[src/sv/chi_pkg.sv]
// shared widths, codes and the divider status type for the chained hash insert block
package chi_pkg;

  // width of a record key
  localparam int unsigned KEY_W = 31;
  // width of the bucket count register
  localparam int unsigned CNT_W = 7;
  // width of the bus data word
  localparam int unsigned DATA_W = 32;

  // result status codes
  localparam logic STATUS_STORED = 1'b0;
  localparam logic STATUS_FULL   = 1'b1;

  // register byte addresses
  localparam logic [2:0] ADDR_BUCKET_COUNT = 3'd0;

  // status of the remainder unit
  typedef struct packed {
    logic             done;
    logic [CNT_W-1:0] rem;
  } div_stat_t;

endpackage

[src/sv/chained_hash_insert.sv]
// hash table insert with separate chaining: record store, bucket tails, sequencer
//
//  channel   | handshake              | fields
//  ----------+------------------------+----------------------------------
//  insert    | start_i / busy_o       | key_i, payload_i
//  result    | done_o (one cycle)     | status_o, slot_o, bucket_o
//  config    | psel/penable/pwrite    | paddr, pwdata, prdata (bucket_count)
//
// An insert passes through the states DIV (the bit-serial remainder unit hashes
// the key), LOOK, WRITE, LINK (only when it links after a chain tail) and RESP;
// when the store is full it goes from DIV straight to RESP.
// A new word is accepted the cycle after the result strobe.
// After reset a clearing pass marks every bucket empty with busy_o high;
// configuration writes are taken during it.
// The result is shown for one cycle only; the receiver cannot stall it.
module chained_hash_insert
  import chi_pkg::*;
#(
  parameter int unsigned BUCKETS = 64,
  parameter int unsigned RECORDS = 256
) (
  input  logic              clk_i,
  input  logic              rst_ni,
  // insert channel
  input  logic              start_i,
  output logic              busy_o,
  input  logic [KEY_W-1:0]  key_i,
  input  logic [31:0]       payload_i,
  // result channel
  output logic              done_o,
  output logic              status_o,
  output logic [7:0]        slot_o,
  output logic [5:0]        bucket_o,
  // configuration port
  input  logic              psel,
  input  logic              penable,
  input  logic              pwrite,
  input  logic [2:0]        paddr,
  input  logic [DATA_W-1:0] pwdata,
  output logic [DATA_W-1:0] prdata,
  output logic              pready
);

  localparam int unsigned BW = $clog2(BUCKETS);
  localparam int unsigned SW = $clog2(RECORDS);
  localparam int unsigned LW = $clog2(RECORDS + 1);
  localparam logic [LW-1:0] LINK_NONE = LW'(RECORDS);

  localparam logic [CNT_W-1:0] COUNT_RESET = CNT_W'(10);

  // sequencer states
  localparam logic [2:0] ST_CLEAR = 3'd0;
  localparam logic [2:0] ST_IDLE  = 3'd1;
  localparam logic [2:0] ST_DIV   = 3'd2;
  localparam logic [2:0] ST_LOOK  = 3'd3;
  localparam logic [2:0] ST_WRITE = 3'd4;
  localparam logic [2:0] ST_LINK  = 3'd5;
  localparam logic [2:0] ST_RESP  = 3'd6;

  logic [2:0]        state_q, state_d;
  logic [BW-1:0]     clr_q, clr_d;
  logic [LW-1:0]     fill_q, fill_d;
  logic [CNT_W-1:0]  count_q;
  logic [CNT_W-1:0]  eff_count;
  logic              full_q, full_d;
  logic [KEY_W-1:0]  key_q;
  logic [31:0]       payload_q;
  logic [SW-1:0]     slot_q;
  logic [CNT_W-1:0]  bkt_q, bkt_d;
  logic [31:0]       bkt_ext;
  logic [31:0]       slot_ext;
  logic [BW-1:0]     bkt_idx;
  logic              accept;
  logic              cfg_wr;
  div_stat_t         div_stat;

  // bucket tail table and record store
  logic [LW-1:0]     tail_mem [BUCKETS];
  logic [LW-1:0]     tail_rd_q;
  logic [KEY_W-1:0]  key_mem [RECORDS];
  logic [31:0]       payload_mem [RECORDS];
  logic [LW-1:0]     next_mem [RECORDS];

  logic              tail_we;
  logic [BW-1:0]     tail_wa;
  logic [LW-1:0]     tail_wd;
  logic              next_we;
  logic [SW-1:0]     next_wa;
  logic [LW-1:0]     next_wd;

  assign accept = start_i && (state_q == ST_IDLE);
  assign cfg_wr = psel && penable && pwrite && pready &&
                  (paddr[2] == ADDR_BUCKET_COUNT[2]);

  // configuration register
  always_ff @(posedge clk_i or negedge rst_ni) begin
    if (!rst_ni) begin
      count_q <= COUNT_RESET;
    end else if (cfg_wr) begin
      count_q <= pwdata[CNT_W-1:0];
    end
  end

  assign pready = 1'b1;
  assign prdata = (paddr[2] == ADDR_BUCKET_COUNT[2]) ? DATA_W'(count_q) : '0;

  // zero count acts as one, counts above the table saturate
  always_comb begin
    if (count_q == '0) begin
      eff_count = CNT_W'(1);
    end else if (32'(count_q) > BUCKETS) begin
      eff_count = CNT_W'(BUCKETS);
    end else begin
      eff_count = count_q;
    end
  end

  chi_mod_unit u_mod (
    .clk_i      (clk_i),
    .rst_ni     (rst_ni),
    .start_i    (accept),
    .dividend_i (key_i),
    .divisor_i  (eff_count),
    .stat_o     (div_stat)
  );

  // remainder stays below the bucket count, so it fits the table index
  assign bkt_ext = 32'(bkt_q);
  assign bkt_idx = bkt_ext[BW-1:0];

  // sequencer
  always_comb begin
    state_d = state_q;
    clr_d   = clr_q;
    fill_d  = fill_q;
    full_d  = full_q;
    bkt_d   = bkt_q;
    tail_we = 1'b0;
    tail_wa = bkt_idx;
    tail_wd = LW'(slot_q);
    next_we = 1'b0;
    next_wa = slot_q;
    next_wd = LINK_NONE;
    case (state_q)
      ST_CLEAR: begin
        tail_we = 1'b1;
        tail_wa = clr_q;
        tail_wd = LINK_NONE;
        clr_d   = clr_q + BW'(1);
        if (clr_q == BW'(BUCKETS - 1)) begin
          state_d = ST_IDLE;
        end
      end
      ST_IDLE: begin
        if (start_i) begin
          full_d  = (fill_q == LINK_NONE);
          state_d = ST_DIV;
        end
      end
      ST_DIV: begin
        if (div_stat.done) begin
          bkt_d   = div_stat.rem;
          state_d = full_q ? ST_RESP : ST_LOOK;
        end
      end
      ST_LOOK: begin
        state_d = ST_WRITE;
      end
      ST_WRITE: begin
        // new record gets an empty link and becomes the bucket tail
        next_we = 1'b1;
        tail_we = 1'b1;
        fill_d  = fill_q + LW'(1);
        state_d = (tail_rd_q == LINK_NONE) ? ST_RESP : ST_LINK;
      end
      ST_LINK: begin
        // link the old tail to the new record
        next_we = 1'b1;
        next_wa = tail_rd_q[SW-1:0];
        next_wd = LW'(slot_q);
        state_d = ST_RESP;
      end
      ST_RESP: begin
        state_d = ST_IDLE;
      end
      default: begin
        state_d = ST_IDLE;
      end
    endcase
  end

  // control state
  always_ff @(posedge clk_i or negedge rst_ni) begin
    if (!rst_ni) begin
      state_q <= ST_CLEAR;
      clr_q   <= '0;
      fill_q  <= '0;
      full_q  <= 1'b0;
    end else begin
      state_q <= state_d;
      clr_q   <= clr_d;
      fill_q  <= fill_d;
      full_q  <= full_d;
    end
  end

  // captured insert word
  always_ff @(posedge clk_i) begin
    bkt_q <= bkt_d;
    if (accept) begin
      key_q     <= key_i;
      payload_q <= payload_i;
      slot_q    <= fill_q[SW-1:0];
    end
  end

  // bucket tail table, registered read
  always_ff @(posedge clk_i) begin
    if (tail_we) begin
      tail_mem[tail_wa] <= tail_wd;
    end
    tail_rd_q <= tail_mem[bkt_idx];
  end

  // record store
  always_ff @(posedge clk_i) begin
    if (state_q == ST_WRITE) begin
      key_mem[slot_q]     <= key_q;
      payload_mem[slot_q] <= payload_q;
    end
    if (next_we) begin
      next_mem[next_wa] <= next_wd;
    end
  end

  // result word
  assign slot_ext = 32'(slot_q);
  assign busy_o   = (state_q != ST_IDLE);
  assign done_o   = (state_q == ST_RESP);
  assign status_o = full_q ? STATUS_FULL : STATUS_STORED;
  assign slot_o   = full_q ? 8'd0 : slot_ext[7:0];
  assign bucket_o = bkt_q[5:0];

endmodule

[src/sv/chi_mod_unit.sv]
// bit-serial remainder unit: key modulo bucket count, one quotient bit per cycle
module chi_mod_unit
  import chi_pkg::*;
(
  input  logic             clk_i,
  input  logic             rst_ni,
  input  logic             start_i,
  input  logic [KEY_W-1:0] dividend_i,
  input  logic [CNT_W-1:0] divisor_i,
  output div_stat_t        stat_o
);

  localparam int unsigned STEP_W = $clog2(KEY_W);

  logic              run_q, run_d;
  logic              done_q, done_d;
  logic [STEP_W-1:0] step_q, step_d;
  logic [KEY_W-1:0]  dvd_q, dvd_d;
  logic [CNT_W-1:0]  div_q, div_d;
  logic [CNT_W-1:0]  rem_q, rem_d;
  logic [CNT_W:0]    trial;
  logic [CNT_W:0]    diff;

  // one restoring step: shift in the next key bit, subtract if it fits
  assign trial = {rem_q, dvd_q[KEY_W-1]};
  assign diff  = trial - {1'b0, div_q};

  always_comb begin
    run_d  = run_q;
    done_d = 1'b0;
    step_d = step_q;
    dvd_d  = dvd_q;
    div_d  = div_q;
    rem_d  = rem_q;
    if (start_i) begin
      run_d  = 1'b1;
      step_d = '0;
      dvd_d  = dividend_i;
      div_d  = divisor_i;
      rem_d  = '0;
    end else if (run_q) begin
      // trial stays below twice the divisor, so either result fits
      if (trial >= {1'b0, div_q}) begin
        rem_d = diff[CNT_W-1:0];
      end else begin
        rem_d = trial[CNT_W-1:0];
      end
      dvd_d  = {dvd_q[KEY_W-2:0], 1'b0};
      step_d = step_q + STEP_W'(1);
      if (step_q == STEP_W'(KEY_W - 1)) begin
        run_d  = 1'b0;
        done_d = 1'b1;
      end
    end
  end

  // control state
  always_ff @(posedge clk_i or negedge rst_ni) begin
    if (!rst_ni) begin
      run_q  <= 1'b0;
      done_q <= 1'b0;
      step_q <= '0;
    end else begin
      run_q  <= run_d;
      done_q <= done_d;
      step_q <= step_d;
    end
  end

  // datapath registers
  always_ff @(posedge clk_i) begin
    dvd_q <= dvd_d;
    div_q <= div_d;
    rem_q <= rem_d;
  end

  assign stat_o.done = done_q;
  assign stat_o.rem  = rem_q;

endmodule

[config.mk]
export PLATFORM = sky130hd
export DESIGN_NAME = chained_hash_insert
export DESIGN_NICKNAME = d
export VERILOG_FILES = /design/src/sv/chi_pkg.sv /design/src/sv/chained_hash_insert.sv /design/src/sv/chi_mod_unit.sv
export SDC_FILE = /design/constraint.sdc
export NUM_CORES = 1
export LEC_CHECK = 0
export BUFFER_PORTS_ARGS = -buffer_cell sky130_fd_sc_hd__buf_2
export CORE_MARGIN = 10
export CORE_UTILIZATION = 28
export DETAILED_ROUTE_END_ITERATION = 8
export SLEW_MARGIN = 20
export SYNTH_ARGS = -nofsm -noshare
export SYNTH_HDL_FRONTEND = slang
export SYNTH_SLANG_ARGS = --single-unit
[constraint.sdc]
create_clock -name clk_i -period 4.33 [get_ports clk_i]
set_clock_uncertainty 0.2 [all_clocks]
set_input_delay 0.6495 -clock clk_i [delete_from_list [all_inputs] [get_ports clk_i]]
set_output_delay 0.6495 -clock clk_i [all_outputs]
set_load 0.02 [all_outputs]
## Yosys cells after proc, flatten, opt, wreduce, memory -nomap -nowiden

Memory sizes are Yosys's and may differ from the RTL's. A register that Yosys moved wholly into a read port is not among the register bits.
Index checks and enable logic that the tools add are counted.

- Register bits after elaboration: 92
- Bits in latches: 0
- Bits in writable memories: 576
- ROM bits: 0
- Output and inout port bits: 50
- Memories: 1

Memories:

| memory | depth | bits a word | rd ports | clocked after memory_dff | wr ports | RTL line | source |
|---|---|---|---|---|---|---|---|
| tail_mem | 64 | 9 | 1 | 1 | 1 | chained_hash_insert.sv:78 | `logic [LW-1:0] tail_mem [BUCKETS];` |

- Add/subtract/negate cells: 4
- Multiply operators: 0
- Div/mod/pow operators: 0
- $lt $le $gt $ge: 2
- Equality and inequality tests: 14
- Shift operators: 0
- Multiplexer cells: 26
- Bitwise gates (word level): 1
- Reduce and logical (&&, ||, !) cells: 12

Operators by type and width:

| operator | number |
|---|---|
| 31-bit two-way mux | 2 |
| 7-bit two-way mux | 3 |
| 9-bit == test (second input constant) | 2 |
| 3-bit one-hot mux with 6 select lines | 1 |
| 3-bit two-way mux | 4 |
| 1-bit two-way mux | 10 |
| 5-bit two-way mux | 2 |
| 9-bit by 1-bit adder with 9-bit output (second input constant) | 1 |
| 3-bit == test (second input constant) | 3 |
| 9-bit two-way mux | 1 |
| 8-bit by 7-bit >= comparator with 1-bit output | 1 |
| 8-bit two-way mux | 1 |
| 7-bit > comparator (second input constant) | 1 |
| 7-bit zero test | 1 |
| 7-bit subtractor | 1 |
| 6-bit by 1-bit adder with 6-bit output (second input constant) | 1 |
| 3-bit by 2-bit == test with 1-bit output (second input constant) | 2 |
| 6-bit == test (second input constant) | 1 |
| 6-bit two-way mux | 1 |
| 5-bit by 1-bit adder with 5-bit output (second input constant) | 1 |
| 5-bit == test (second input constant) | 1 |
| 1-bit logical AND | 4 |
| 2-bit inequality test (second input constant) | 2 |
| 2-bit AND reduction | 2 |
| other kinds (9) | 10 |

## Longest topological paths before layout

- Word-level depth: 5
- Gate-level depth with buffers: 11
- Mapped depth without buffers: 10

## Modules after synthesis

A second synthesis with hierarchy kept.

- Cell total of the unflattened synthesis: 1446
- Area, all modules: 27535.2 sq um

Modules (own cells, without submodules):

| module | instances | cells an instance | area an instance (sq um) |
|---|---|---|---|
| chained_hash_insert | 1 | 1247 | 24957.7 |
| chi_mod_unit | 1 | 199 | 2577.5 |

## Worst setup path before layout

OpenSTA, ideal clock, no wires.

- Path type: reg2reg
- Start: register state_q[0]
- End: memory tail_mem[32][0] (netlist bit) (enable)
- Library setup time: 374 ps
- Arrival: 2414 ps
- Data required time: 3756 ps
- Setup slack: 1342 ps
- Stages on the path, launching flop included: 9
- Clock period less this slack: 2988 ps
- Path through: dfrtp_1 > clkbuf_1 > or3_1 > clkinv_1 > buf_2 > nand2_1 > nand2_1 > nand2_1 > nor2_1

- Word-level cells in the longest chain between the ends: 5
- Elaborated cells on any way between the ends: 7

Ends and longest elaborated chain:

| what | RTL line | source |
|---|---|---|
| start, declared | chained_hash_insert.sv:60 | `logic [2:0] state_q, state_d;` |
| start signal, assigned | chained_hash_insert.sv:200 | `state_q <= state_d;` |
| 3-bit == test / 3-bit zero test (equally long branches) | chained_hash_insert.sv:144 | `case (state_q)` |
| 2-bit OR reduction (no source line) | n/a |  |
| 1-bit two-way mux | chained_hash_insert.sv:144 |  |
| 1-bit two-way mux | chained_hash_insert.sv:219 | `if (tail_we) begin` |
| 1-bit two-way mux (not written as such) | chained_hash_insert.sv:220 | `tail_mem[tail_wa] <= tail_wd;` |
| end, declared | chained_hash_insert.sv:78 |  |

Parallel ways exist; a longest one is shown, timed or not.

## Worst setup path after layout

- Start: register state_q[1]
- End: memory tail_mem[17][6] (netlist bit) (enable)

Same word-level chain as after synthesis.

==> results.md <==
- Status: complete, no violations
- Reg2reg path depth: 6
- All-Layer GR Usage: 10.87%
- Final wirelength: 59700 µm
- Pleak: 10.48 nW
- Die X: 331.1 µm
- Worst min path class: input port to register
- Pins Over Slew Limit: 0
- #FFs+latches synth: 677
- Area grow syn2layout: 16.86%
- Worst R2R End: tail_mem[17][6]
- Antenna Cells: 0
- Layout Nets: 1691
- Minimum clock period: 3176 ps
- CTS Buf Count: 70
- Peak supply drop: 0.3905 mV
- Setup CP Type: register to register
- Fin Hold WS: 82.03 ps
- FF-to-FF setup slack: 1150 ps
- Most used flip-flop cell after synthesis: edfxtp_1
- Mean Syn Cell Area: 19.25 µm²
- RSZ-0062 raised after global routing: no
- Grt total ovfl: 0
- Fraction of registers with async set/reset: 4.874%
- Site row count: 114
- Synth warnings: 0
- Skew-Pair Late Insertion Delay: 610 ps
- Commonest non-fill, non-tap cell in the layout: edfxtp_1
- Tot Pwr: 17.21 mW
- Antenna viol nets, final: 0
- Rel. slew slack: 33.92%
- Mapped cell area: 0.02711 mm²
- First-pass GRT wire length: 90890 µm
- CP Capture Type: register
- DRT iter0 DRCs: 1156
- Unique masters post-synth: 61
- DRT Pass-1 Iters: 7
- IO buf count: 68
- Hold Crit Depth: 2
- CORE AREA: 0.09642 mm²
- Reg area: 0.02001 mm²
- Max clock buf depth: 3
- Worst Path Arrival: 3310 ps
- Post-synth EDFFs: 628
- Final setup fails: 0
- Root Buffer: clkbuf_16
- Final setup TNS: 0 ps
- Post-DP Area: 0.02931 mm²
- Required time worst endpoint: 4460 ps
- Final core occ: 32.85%
- IO Pins: 154
- Gp weighted congestion: 0.8087
- Layout fillers: 9240
- Reg2reg start: state_q[1]
- Vias in the first global route: 14.21k
- Worst Setup EP: tail_mem[17][6]
- Most frequent cells in the layout: 628 x edfxtp_1, 145 x mux4_2, 102 x nor2_1
- Startpoint types: register
- Post-CTS sizing: 0
- Pwr Density: 543.3 mW/mm²
- Final hold vios: 0
- H-tree levels: 3
- Initial Util: 28.11%
- Proportion of synthesized chip area in sequential cells: 73.81%
- Dpl hpwl: 37790 µm
- Post-Layout Inst Area: 0.03168 mm²
- DIE AREA: 0.1097 mm²
- CP Launch Point: state_q[1]
- Fin crit share: 73.34%
- Layout cells sized above 1: 28.40%
- Initial antenna violation count: 0
- Largest net degree at the start of global routing: 146
- Area of the multi-input gates: 0.006496 mm²
- Die Y-Extent: 331.1 µm
- CTS tree: built
- Wire per inst: 20.57 µm
- Vias: 13.50k
- Crit-path max FO: 19
- Sink Count: 677
- Actual slew at the worst max-slew pin: 991.2 ps
- Max Cap Viol: 0
- Achievable Freq: 314.9 MHz
- Mapped Cells: 1408
- Clock transition at path regs: 60 ps
- Setup bufs post-CTS: 0
- # DRC: 0
- Post-DR vias/cell: 4.651
==> repair_timing <==
action / in CTS / in global routing
hold buffers: 1 / 0
setup endpoints to repair: 0 / 0
hold endpoints to repair: 31 / 0
==> per-layer routing <==
layer	GRT usage, %	routed length [µm]	vias up
li1	-	-	5935
met1	14.20	25190	7051
met2	17.81	28880	423
met3	2.731	4301	92
met4	3.058	1329	0
met5	0	0	-
==> state kept, by name, indices dropped and copies added, names as in the netlist <==
name and flops:
clr_q 6, slot_q 8, fill_q 9, u_mod.dvd_q 31
state_q 3, full_q 1, tail_rd_q 9, count_q 7
u_mod.done_q 1, u_mod.div_q 7, u_mod.run_q 1, u_mod.step_q 5
u_mod.rem_q 7, tail_mem 576, bkt_q 6
==> stage by stage <==
| stage | setup WS, ps | instances |
|---|---|---|
| 2_1_floorplan | 1342 | 1432 |
| 3_3_place_gp | 1290 | 2777 |
| 3_5_place_dp | 1216 | 2777 |
| 4_1_cts | 1173 | 2903 |
| 5_1_grt | 974.5 | 2903 |
| 6_report | 1154 | 2903 |
==> critical path: stages (launching register included) <==
cell and delay [ps]:
dfrtp_1 490, or3_1 440, buf_4 230, mux2i_1 410, nand2_1 370, nor2_1 500
buf_4 250
==> kinds of logic after synthesis <==
kind of cell	Yosys count	share of synthesized area, %
XOR/XNOR	19	0.6139
other	2	0.02770
AO/OA/AOI/OAI	119	2.954
AND/OR/NAND/NOR	246	4.334
multiplexers	214	15.01
adder cells (fa/ha/maj)	13	0.6277
flip-flops	677	73.81
buffers and inverters	118	2.626
==> power breakdown <==
part,switching [mW],internal (mW),total (mW)
logic,1.69,0.744,2.43
registers,0.258,8.37,8.63
clock network,2.49,3.66,6.15
==> worst min-delay path by stage <==
| stage | from | endpoint | slack, ps |
|---|---|---|---|
| 3_5_place_dp | fill_q[8] | fill_q[8] | 260 |
| 3_3_place_gp | fill_q[8] | fill_q[8] | 250 |
| 6_report | pwdata[6] | count_q[6] | 80 |
| 2_1_floorplan | rst_ni | clr_q[0] | 150 |
| 4_1_cts | pwdata[2] | count_q[2] | 40 |
| 5_1_grt | pwdata[0] | count_q[0] | 70 |
==> synthesized netlist by cell type, types with 5 or more instances <==
cell / n / share of area (%)
a211oi_1: 9 / 0.25
a21oi_1: 16 / 0.30
a221oi_1: 10 / 0.32
a22oi_1: 17 / 0.47
a31oi_1: 5 / 0.12
a32oi_1: 5 / 0.16
and2_1: 11 / 0.25
buf_2: 20 / 0.37
buf_4: 33 / 0.91
buf_6: 9 / 0.37
clkbuf_1: 22 / 0.30
dfrtp_1: 31 / 2.9
dfxtp_1: 16 / 1.2
edfxtp_1: 628 / 70
ha_1: 12 / 0.55
inv_1: 23 / 0.32
mux2_2: 38 / 1.6
mux2i_1: 27 / 1.0
mux4_2: 145 / 12
nand2_1: 46 / 0.64
nand2b_1: 10 / 0.23
nand3_1: 8 / 0.15
nand4_1: 8 / 0.18
nor2_1: 103 / 1.4
nor2b_1: 23 / 0.53
nor3_1: 8 / 0.15
nor3b_1: 5 / 0.14
o21ai_0: 25 / 0.46
o21ai_1: 6 / 0.11
or3_1: 7 / 0.16
xnor2_1: 14 / 0.45
xor2_1: 5 / 0.16
==> final cells by class <==
class	count	area share, %
multi-input combinational	637	20.51
clock inverter	38	1.627
timing repair buffer	164	3.555
tap	1276	5.040
sequential	677	63.16
clock buffer	87	5.830
inverter	24	0.2844
Note: power is estimated with default switching activity, not from simulation.
